$ cat src/hw/rtl/gbn_pkg.sv
// Shared types, constants and helpers for the go-back-N sender window unit.
package gbn_pkg;

  // Fixed field widths
  localparam int SEQ_W = 13;
  localparam int WIN_W = 7;
  localparam int CMD_W = 2;

  // Window limits and reset values
  localparam int                 MAX_WINDOW        = 64;
  localparam logic [WIN_W-1:0]   WINDOW_SIZE_RESET = WIN_W'(10);
  localparam int                 STORE_DEPTH_DEF   = 4096;

  // Command codes
  typedef enum logic [CMD_W-1:0] {
    CMD_ENQ = 2'd0,
    CMD_ACK = 2'd1,
    CMD_TMO = 2'd2,
    CMD_RSV = 2'd3
  } cmd_e;

  // Status of the window walker, one word per cycle while the output takes each word
  typedef struct packed {
    logic emit;   // a sequence number is on offer
    logic empty;  // walk ended with nothing to send
    logic first;  // offered word is the first of the walk
    logic last;   // offered word is the last of the walk
  } walk_stat_t;

  // Clamp the configured window to 1..MAX_WINDOW
  function automatic logic [WIN_W-1:0] eff_window(input logic [WIN_W-1:0] ws);
    logic [WIN_W-1:0] res;
    res = ws;
    if (ws == '0) begin
      res = WIN_W'(1);
    end else if (ws > WIN_W'(MAX_WINDOW)) begin
      res = WIN_W'(MAX_WINDOW);
    end
    return res;
  endfunction

endpackage

$ cat src/hw/rtl/gbn_walk.sv
// Window walker: steps one sequence number per cycle through the send window while adv_i is high.
module gbn_walk #(
  parameter int CntW = 13
) (
  input  logic                     clk_i,
  input  logic                     rst_ni,
  input  logic                     start_i,
  input  logic [CntW-1:0]          start_idx_i,
  input  logic [CntW-1:0]          qcount_i,
  input  logic [gbn_pkg::WIN_W-1:0] weff_i,
  input  logic                     adv_i,
  output gbn_pkg::walk_stat_t      stat_o,
  output logic [CntW-1:0]          seq_o,
  output logic                     busy_o
);
  import gbn_pkg::*;

  localparam logic [WIN_W-1:0] WinOne = WIN_W'(1);
  localparam logic [CntW-1:0]  IdxOne = CntW'(1);

  logic             busy_q, busy_d;
  logic [CntW-1:0]  idx_q, idx_d;
  logic [WIN_W-1:0] cnt_q, cnt_d;
  logic             first_q, first_d;
  logic             hit;
  logic             at_end;
  logic [CntW-1:0]  idx_inc;

  // Shared compare unit: index against queue fill and window count
  always_comb begin
    idx_inc      = idx_q + IdxOne;
    hit          = idx_q < qcount_i;
    at_end       = (cnt_q == (weff_i - WinOne)) || (idx_inc >= qcount_i);
    stat_o.emit  = busy_q && hit;
    stat_o.empty = busy_q && !hit;
    stat_o.first = first_q;
    stat_o.last  = at_end;
    seq_o        = idx_inc;
    busy_o       = busy_q;
  end

  // Step sequencer
  always_comb begin
    busy_d  = busy_q;
    idx_d   = idx_q;
    cnt_d   = cnt_q;
    first_d = first_q;
    if (start_i) begin
      busy_d  = 1'b1;
      idx_d   = start_idx_i;
      cnt_d   = '0;
      first_d = 1'b1;
    end else if (stat_o.empty) begin
      busy_d = 1'b0;
    end else if (adv_i) begin
      idx_d   = idx_inc;
      cnt_d   = cnt_q + WinOne;
      first_d = 1'b0;
      if (at_end) begin
        busy_d = 1'b0;
      end
    end
  end

  always_ff @(posedge clk_i or negedge rst_ni) begin
    if (!rst_ni) begin
      busy_q  <= 1'b0;
      first_q <= 1'b0;
    end else begin
      busy_q  <= busy_d;
      first_q <= first_d;
    end
  end

  // Index and count need no reset: loaded on start
  always_ff @(posedge clk_i) begin
    idx_q <= idx_d;
    cnt_q <= cnt_d;
  end

endmodule

$ cat src/hw/rtl/go_back_n_sender_window_unit.sv
// Go-back-N sender window control: command decode, window state, result register.
// Each command word is decoded in ST_EXEC; the window walker then offers one sequence number per
// cycle while the receiver takes them. An overflow word, or the flag after an empty end-of-message
// walk, goes out from ST_SINGLE. One command word at a time: ready again once back in idle.
// Reset: async active low; counters, left edge and max sent go to 0, window to 10.
module go_back_n_sender_window_unit #(
  parameter int StoreDepth = gbn_pkg::STORE_DEPTH_DEF
) (
  input  logic                      clk_i,
  input  logic                      rst_ni,
  // configuration
  input  logic                      cfg_we_i,
  input  logic [gbn_pkg::WIN_W-1:0] cfg_wdata_i,
  // input channel
  input  logic                      in_valid_i,
  output logic                      in_ready_o,
  input  logic [gbn_pkg::CMD_W-1:0] cmd_i,
  input  logic                      end_of_message_i,
  input  logic [gbn_pkg::SEQ_W-1:0] ack_seq_i,
  input  logic                      ack_ok_i,
  // output channel
  output logic                      out_valid_o,
  input  logic                      out_ready_i,
  output logic                      send_valid_o,
  output logic [gbn_pkg::SEQ_W-1:0] send_seq_o,
  output logic                      start_timer_o,
  output logic                      overflow_o,
  output logic                      last_o
);
  import gbn_pkg::*;

  localparam int CntRaw = $clog2(StoreDepth + 1);
  localparam int CntW   = (CntRaw > SEQ_W) ? CntRaw : SEQ_W;
  localparam logic [CntW-1:0] CntOne  = CntW'(1);
  localparam logic [CntW-1:0] DepthCw = CntW'(StoreDepth);

  typedef enum logic [3:0] {
    ST_IDLE   = 4'b0001,
    ST_EXEC   = 4'b0010,
    ST_WALK   = 4'b0100,
    ST_SINGLE = 4'b1000
  } state_e;

  state_e           state_q, state_d;
  logic [WIN_W-1:0] win_q;
  logic [CntW-1:0]  qc_q, qc_d;
  logic [CntW-1:0]  left_q, left_d;
  logic [CntW-1:0]  max_q, max_d;

  // latched command word
  cmd_e             cmd_q;
  logic             eom_q;
  logic [SEQ_W-1:0] ack_q;
  logic             ok_q;

  logic             ovf_q, ovf_d;
  logic             tf_q, tf_d;

  // walker interface
  logic             walk_start;
  logic [CntW-1:0]  walk_idx;
  walk_stat_t       walk_stat;
  logic [CntW-1:0]  walk_seq;
  logic             walk_busy;

  // result register
  logic             out_valid_q, out_valid_d;
  logic             out_load;
  logic             out_free;
  logic             o_sv_q, o_sv_d;
  logic [SEQ_W-1:0] o_seq_q, o_seq_d;
  logic             o_tmr_q, o_tmr_d;
  logic             o_ovf_q, o_ovf_d;
  logic             o_last_q, o_last_d;

  logic [CntW-1:0]  ack_x;
  logic             full;
  logic             ack_take;

  gbn_walk #(
    .CntW (CntW)
  ) u_walk (
    .clk_i       (clk_i),
    .rst_ni      (rst_ni),
    .start_i     (walk_start),
    .start_idx_i (walk_idx),
    .qcount_i    (qc_q),
    .weff_i      (eff_window(win_q)),
    .adv_i       (out_load),
    .stat_o      (walk_stat),
    .seq_o       (walk_seq),
    .busy_o      (walk_busy)
  );

  assign in_ready_o = (state_q == ST_IDLE);
  assign out_free   = !out_valid_q || out_ready_i;

  // Decode, update window state, and route results into the output register
  always_comb begin
    state_d    = state_q;
    qc_d       = qc_q;
    left_d     = left_q;
    max_d      = max_q;
    ovf_d      = ovf_q;
    tf_d       = tf_q;
    walk_start = 1'b0;
    walk_idx   = left_q;
    out_load   = 1'b0;
    o_sv_d     = 1'b0;
    o_seq_d    = '0;
    o_tmr_d    = 1'b0;
    o_ovf_d    = 1'b0;
    o_last_d   = 1'b0;

    ack_x    = CntW'(ack_q);
    full     = qc_q >= DepthCw;
    ack_take = ok_q && (ack_x > left_q) && (ack_x <= qc_q);

    case (state_q)
      ST_IDLE: begin
        if (in_valid_i) begin
          state_d = ST_EXEC;
        end
      end
      ST_EXEC: begin
        ovf_d   = (cmd_q == CMD_ENQ) && full;
        state_d = ST_IDLE;
        case (cmd_q)
          CMD_ENQ: begin
            if (!full) begin
              qc_d = qc_q + CntOne;
            end
            if (eom_q) begin
              walk_start = 1'b1;
              tf_d       = 1'b0;
              state_d    = ST_WALK;
            end else if (full) begin
              state_d = ST_SINGLE;
            end
          end
          CMD_ACK: begin
            if (ack_take) begin
              left_d = ack_x;
              if (ack_x > max_q) begin
                walk_start = 1'b1;
                walk_idx   = ack_x;
                tf_d       = 1'b1;
                state_d    = ST_WALK;
              end
            end
          end
          CMD_TMO: begin
            walk_start = 1'b1;
            tf_d       = 1'b1;
            state_d    = ST_WALK;
          end
          default: begin
            state_d = ST_IDLE;
          end
        endcase
      end
      ST_WALK: begin
        if (walk_stat.empty) begin
          state_d = (cmd_q == CMD_ENQ) ? ST_SINGLE : ST_IDLE;
        end else if (walk_stat.emit && out_free) begin
          out_load = 1'b1;
          o_sv_d   = 1'b1;
          o_seq_d  = walk_seq[SEQ_W-1:0];
          o_tmr_d  = tf_q ? walk_stat.first : walk_stat.last;
          o_ovf_d  = ovf_q;
          o_last_d = walk_stat.last;
          if (walk_seq > max_q) begin
            max_d = walk_seq;
          end
          if (walk_stat.last) begin
            state_d = ST_IDLE;
          end
        end
      end
      ST_SINGLE: begin
        if (out_free) begin
          out_load = 1'b1;
          o_tmr_d  = eom_q;
          o_ovf_d  = ovf_q;
          o_last_d = 1'b1;
          state_d  = ST_IDLE;
        end
      end
      default: begin
        state_d = ST_IDLE;
      end
    endcase

    // hold the word until taken
    if (out_load) begin
      out_valid_d = 1'b1;
    end else if (out_ready_i) begin
      out_valid_d = 1'b0;
    end else begin
      out_valid_d = out_valid_q;
    end
  end

  // Control and window state
  always_ff @(posedge clk_i or negedge rst_ni) begin
    if (!rst_ni) begin
      state_q     <= ST_IDLE;
      win_q       <= WINDOW_SIZE_RESET;
      qc_q        <= '0;
      left_q      <= '0;
      max_q       <= '0;
      ovf_q       <= 1'b0;
      tf_q        <= 1'b0;
      out_valid_q <= 1'b0;
    end else begin
      state_q     <= state_d;
      qc_q        <= qc_d;
      left_q      <= left_d;
      max_q       <= max_d;
      ovf_q       <= ovf_d;
      tf_q        <= tf_d;
      out_valid_q <= out_valid_d;
      if (cfg_we_i) begin
        win_q <= cfg_wdata_i;
      end
    end
  end

  // Capture the input word and the result payload
  always_ff @(posedge clk_i) begin
    if (in_valid_i && in_ready_o) begin
      cmd_q <= cmd_e'(cmd_i);
      eom_q <= end_of_message_i;
      ack_q <= ack_seq_i;
      ok_q  <= ack_ok_i;
    end
    if (out_load) begin
      o_sv_q   <= o_sv_d;
      o_seq_q  <= o_seq_d;
      o_tmr_q  <= o_tmr_d;
      o_ovf_q  <= o_ovf_d;
      o_last_q <= o_last_d;
    end
  end

  assign out_valid_o   = out_valid_q;
  assign send_valid_o  = o_sv_q;
  assign send_seq_o    = o_seq_q;
  assign start_timer_o = o_tmr_q;
  assign overflow_o    = o_ovf_q;
  assign last_o        = o_last_q;

  // The walker is never running while a new word can be taken
  a_idle_walk : assert property (@(posedge clk_i) disable iff (!rst_ni)
    in_ready_o |-> !walk_busy)
    else $error("walker busy while input is ready");

  // The left edge never passes the queued count
  a_left_le_qc : assert property (@(posedge clk_i) disable iff (!rst_ni)
    left_q <= qc_q)
    else $error("window left edge beyond queued count");

  // Nothing beyond the queued count was ever sent
  a_max_le_qc : assert property (@(posedge clk_i) disable iff (!rst_ni)
    max_q <= qc_q)
    else $error("max sent beyond queued count");

  // The last word of a walk returns the sequencer to idle
  a_last_idle : assert property (@(posedge clk_i) disable iff (!rst_ni)
    (state_q == ST_WALK && out_load && walk_stat.last) |=> (state_q == ST_IDLE))
    else $error("sequencer did not return to idle after last word");

endmodule

$ cat config.mk
export PLATFORM = sky130hd
export DESIGN_NAME = go_back_n_sender_window_unit
export DESIGN_NICKNAME = d
export VERILOG_FILES = /design/src/hw/rtl/gbn_pkg.sv /design/src/hw/rtl/gbn_walk.sv /design/src/hw/rtl/go_back_n_sender_window_unit.sv
export SDC_FILE = /design/constraint.sdc
export NUM_CORES = 1
export LEC_CHECK = 0
export BUFFER_PORTS_ARGS = -buffer_cell sky130_fd_sc_hd__buf_2
export CAP_MARGIN = 10
export CORE_UTILIZATION = 55
export DETAILED_ROUTE_END_ITERATION = 10
export PLACE_DENSITY = 0.77
export SLEW_MARGIN = 5
export SYNTH_ARGS = -nofsm -noshare
export SYNTH_HDL_FRONTEND = slang
export SYNTH_HIERARCHICAL = 1
export SYNTH_SLANG_ARGS = --single-unit
$ cat constraint.sdc
create_clock -name clk_i -period 3.3 [get_ports clk_i]
set_input_delay 0.825 -clock clk_i [delete_from_list [all_inputs] [get_ports clk_i]]
set_output_delay 0.825 -clock clk_i [all_outputs]
set_load 0.005 [all_outputs]
* Word-level counts from Yosys, hierarchy flattened
Cells that the tools add are included.
** Cells by class
- Add/subtract/negate cells :: 4
- Multiply operators :: 0
- Divide/modulo/power cells :: 0
- Order comparisons :: 8
- Equality and inequality tests :: 15
- Shifts and indexed selects :: 0
- Multiplexer cells :: 55
- Bitwise logic cells :: 4
- Reduce and logical (&&, ||, !) cells :: 27
** Operators with widths (count)
- 13-bit two-way mux :: 7
- 13-bit > comparator :: 3
- 4-bit two-way mux :: 8
- 1-bit two-way mux :: 28
- 13-bit by 1-bit adder with 13-bit output (second input constant) :: 2
- 4-bit one-hot mux with 4 select lines :: 1
- 7-bit two-way mux :: 2
- 13-bit greater-or-equal comparator :: 1
- 13-bit greater-or-equal comparator (second input constant) :: 1
- 13-bit <= comparator :: 1
- 13-bit less-than comparator :: 1
- 4-bit one-hot mux with 3 select lines :: 1
- 2-bit != test (second input constant) :: 5
- 3-bit nonzero test :: 3
- 1-bit one-hot mux with 2 select lines :: 4
- 4-bit AND reduction :: 2
- 7-bit by 1-bit adder with 7-bit output (second input constant) :: 1
- 7-bit == test :: 1
- 7-bit > comparator (second input constant) :: 1
- 1-bit logical AND :: 7
- 7-bit logical NOT :: 1
- 7-bit by 1-bit subtractor with 7-bit output (second input constant) :: 1
- 3-bit two-way mux :: 2
- 1-bit one-hot mux with 3 select lines :: 2
- 18 further kinds :: 27
** Storage, ports and cells
- Register bits :: 109
- Bits in latches :: 0
- Bits in writable memories :: 0
- Memory bits (read-only) :: 0
- Input bits :: 29
- Logic and storage cells :: 134
- Memories kept :: 0

* Depth between registers and ports, before layout
- Depth after elaboration :: 10
- Depth in mapped cells :: 15
- Depth with buffers taken out :: 14

* Modules after synthesis
The synthesis kept the hierarchy.
** By module, submodules not included
- go_back_n_sender_window_unit :: instances 1, cells an instance 438, area each 4911.0 sq um, seq. area each 2351.0 sq um
- gbn_walk :: instances 1, cells an instance 211, area each 1980.6 sq um, seq. area each 580.6 sq um

* Least setup slack after synthesis
Ideal clock, no wire load.
- Kind :: register -> register
- From :: register qc_q[6]
- To :: register u_walk.idx_q[0], enable pin
- Data arrival time :: 3.164 ns
- Required time :: 2.935 ns
- Path slack :: -0.228 ns
- Cell stages (with the launch flop) :: 14
- Buffers on the path :: 2
- Clock period less this slack :: 3.528 ns
- Path through :: dfrtp_1 inv_1 ha_1 a211o_1 a21oi_2 a21oi_1 o21a_1 buf_6 nor4_1 and3_1 clkbuf_1 or2_2 nand2b_1 nand2b_1
** RTL lines
- start: declaration :: line go_back_n_sender_window_unit.sv:46 : logic [CntW-1:0] qc_q, qc_d;
- start signal: assignment :: line go_back_n_sender_window_unit.sv:217 : qc_q <= qc_d;
- end signal: assignment :: line gbn_walk.sv:77 : idx_q <= idx_d;
- end: declaration :: line gbn_walk.sv:22 : logic [CntW-1:0] idx_q, idx_d;

==> run metrics <==
synth unique cells 56; Synth Area per Inst 10.62 µm²; sequential area share after synthesis 0.4254; cell count along the critical path 11; most numerous cell in the Yosys netlist ha_1; Worst Path Buf+Inv 1; total gr overflow 0; setup violators final 0; Multi-input gate area 0.003705 mm²; Final Util 0.6560; Die Y 113.9 µm; Initial Util 0.5690; share of layout cells above drive strength 1 0.2412; Post-synth ARST share 0.5046; Worst setup SP type flop; slew margin rel. 0.5242; port bufs 47; crit-path most repeated cell ha_1; Num CTS Buffers 9; Synth warnings 6; clock-pin transition on the worst setup and hold timing paths 0.07 ns; Reg area 0.002932 mm²; final wirelength 16.12 mm; number of global-route vias before repair 5212; Slew Viols, Final 0; gr usage total 0.2683; CP Max Fanout 5; post-route ant nets 0; Rows 40; post-synth top area share 0.2048; Worst Max-Slew Pin Slew 0.7138 ns; Hold Path End u_walk/first_q; Post-DP Area 0.007521 mm²; Worst-Skew Late Latency 0.36 ns; status finished clean; delay-heaviest family, CP compound AO/OA/AOI/OAI gates; Reg-to-Reg Start u_walk/idx_q[0]; # DRC 0; worst path arrival time 3.27 ns; type of the most critical hold path flop to flop; initial antenna violation count 0; worst reg-to-reg path cell count 11; Final min period 3.159 ns; LEAKAGE 3.353 nW; crit path kind flop to flop; crit-path cells ha_1 > ha_1 > a21boi_0 > o21a_1 > o211ai_1 > a211oi_2 > nor3_2 > buf_4 > nand2_1 > mux2_2 > a22o_1; Post-Syn Instances 649; post-DR vias/cell 5.751; die area 0.01298 mm²; Core Area 0.01211 mm²; Synth area leader edfxtp_1; total of max-cap violations 0; R2R Setup Slk 0.14 ns; FF+latch count, synth 109; P per Cell Area 485.3 mW/mm²; Max VDD drop 0.4633 mV; TritonCTS clock tree done; R2R Path End start_timer_o; Post-synth top cells 87 x ha_1, 63 x inv_1, 52 x dfrtp_1; Area Overhead vs Synth 15.29%; final hold violations 0; Post-synth EDFFs 47; diode count 0; global-route wire length before repair 26.41 mm; period utilisation layout 0.9572; H-tree depth 3; CP max-delay cell edfxtp_1; Synth area leaders edfxtp_1 20%, dfrtp_1 19%, ha_1 16%, mux2_2 8.2%, inv_1 3.4%; DR iter-0 viols 227; clock skew 0.009189 ns; final instance area 0.007945 mm²; largest net degree at the start of global routing 30; clk buf depth 2; Placer Congestion 0.9510; final net count 849; Clock Sink Count 109; setup ws final 0.1413 ns; CP peak stage delay 0.48 ns; I/O Pins 48; routed length per placed instance 17.80 µm; Setup WS pre-CTS -0.3301 ns; syn_nets 765; crit end category flop; Hold Crit Start u_walk/first_q; die width 113.9 µm; via count 5210; fill cell count 952; Crit path required time 3.41 ns; cell depth of the worst min-delay path 1; Post-synth top flop dfrtp_1; Synth Cell Area 0.006892 mm²; Initial DRT Pass Iterations 5; root buffer cell clkbuf_16; dpl hpwl 12.86 mm; fmax 316.6 MHz
==> registers in the layout, summed over array words and instances (netlist names), 2 cells and up <==
register and count:
ack_q 13, left_q 13, max_q 13, qc_q 13, send_seq_o 13, u_walk/idx_q 13, u_walk/cnt_q 7, win_q 7
state_q 4, cmd_q 2
==> kinds of logic after synthesis <==
| kind of cell | count (synthesis) | share of synthesized area |
|---|---|---|
| AO/OA/AOI/OAI | 113 | 0.1013 |
| XOR/XNOR | 27 | 0.03431 |
| multiplexers | 50 | 0.08170 |
| adder cells (fa/ha/maj) | 87 | 0.1580 |
| buffers and inverters | 80 | 0.04793 |
| AND/OR/NAND/NOR | 183 | 0.1514 |
| flip-flops | 109 | 0.4254 |
==> per-stage QoR <==
step	hold slack (ns)	total power, mW	cells	TNS (ns)
6_report	0.4804	3.856	906	0
5_1_grt	0.5012	4.082	906	-0.1023
4_1_cts	0.4839	3.850	897	0
3_5_place_dp	0.4686	2.783	880	-1.772
3_3_place_gp	0.4570	2.719	880	-1.919
2_1_floorplan	0.4510	2.444	649	0
==> layout by cell type, fill, tap and decap left out, drive strengths merged, types with 4 or more instances in the layout <==
cell     n
nand3   14
o211ai   4
nor2    19
and2    17
o21a     4
nand4   20
nor2b   14
dfrtp   52
nand2b   8
xor2     8
nand2   40
and4     7
a31oi    5
nor3    11
buf     90
clkbuf  13
and3    13
dfxtp    7
inv     63
a21oi   34
mux2    50
xnor2   19
ha      87
edfxtp  47
or3      8
a21o    10
o21ai   35
==> timing repair <==
action | CTS | global route
gates resized for setup | 4 | 8
hold buffers | 0 | 0
pin swaps | 1 | 3
cloned | 0 | 0
setup endpoints to repair | 17 | 33
buffers inserted | 1 | 9
==> worst reg2reg max path: cells and delay by family, from the launching register on <==
kind            cells  cell delay, ns
compound gates      5            0.85
fa+ha+maj           2            0.75
flops               1            0.48
simple gates        2            0.38
mux                 1            0.30
buf+inv             1            0.16
==> where the power goes <==
group | internal, mW | switching, mW | total [mW]
Combinational | 0.479 | 0.556 | 1.03
Clock | 0.587 | 0.480 | 1.07
Sequential | 1.60 | 0.159 | 1.75
==> worst max path at each step <==
stage | start | to | slack, ns
global placement | u_walk/idx_q[5] | start_timer_o | -0.41
CTS | u_walk/idx_q[5] | max_q[10] | 0.004
floorplan | qc_q[6] | u_walk/cnt_q[6] | 0.07
finish | u_walk/idx_q[0] | start_timer_o | 0.14
detailed placement | u_walk/idx_q[5] | state_q[0] | -0.33
global route | u_walk/idx_q[0] | max_q[10] | -0.03
==> metal layers <==
layer,GRT usage,vias up,share of wire
met5,0,-,0
met2,0.4396,139,0.48
met1,0.3556,2535,0.45
met4,0.1126,0,0.023
met3,0.04091,25,0.045
li1,-,2511,-
==> layout make-up <==
class	instances	area share
multi-input combinational	460	0.4663
clock buffer	13	0.03024
clock inverter	3	0.004882
tap	168	0.02646
sequential	109	0.3690
inverter	63	0.02976
timing repair buffer	90	0.07339
Note: power is estimated with default switching activity, not from simulation.
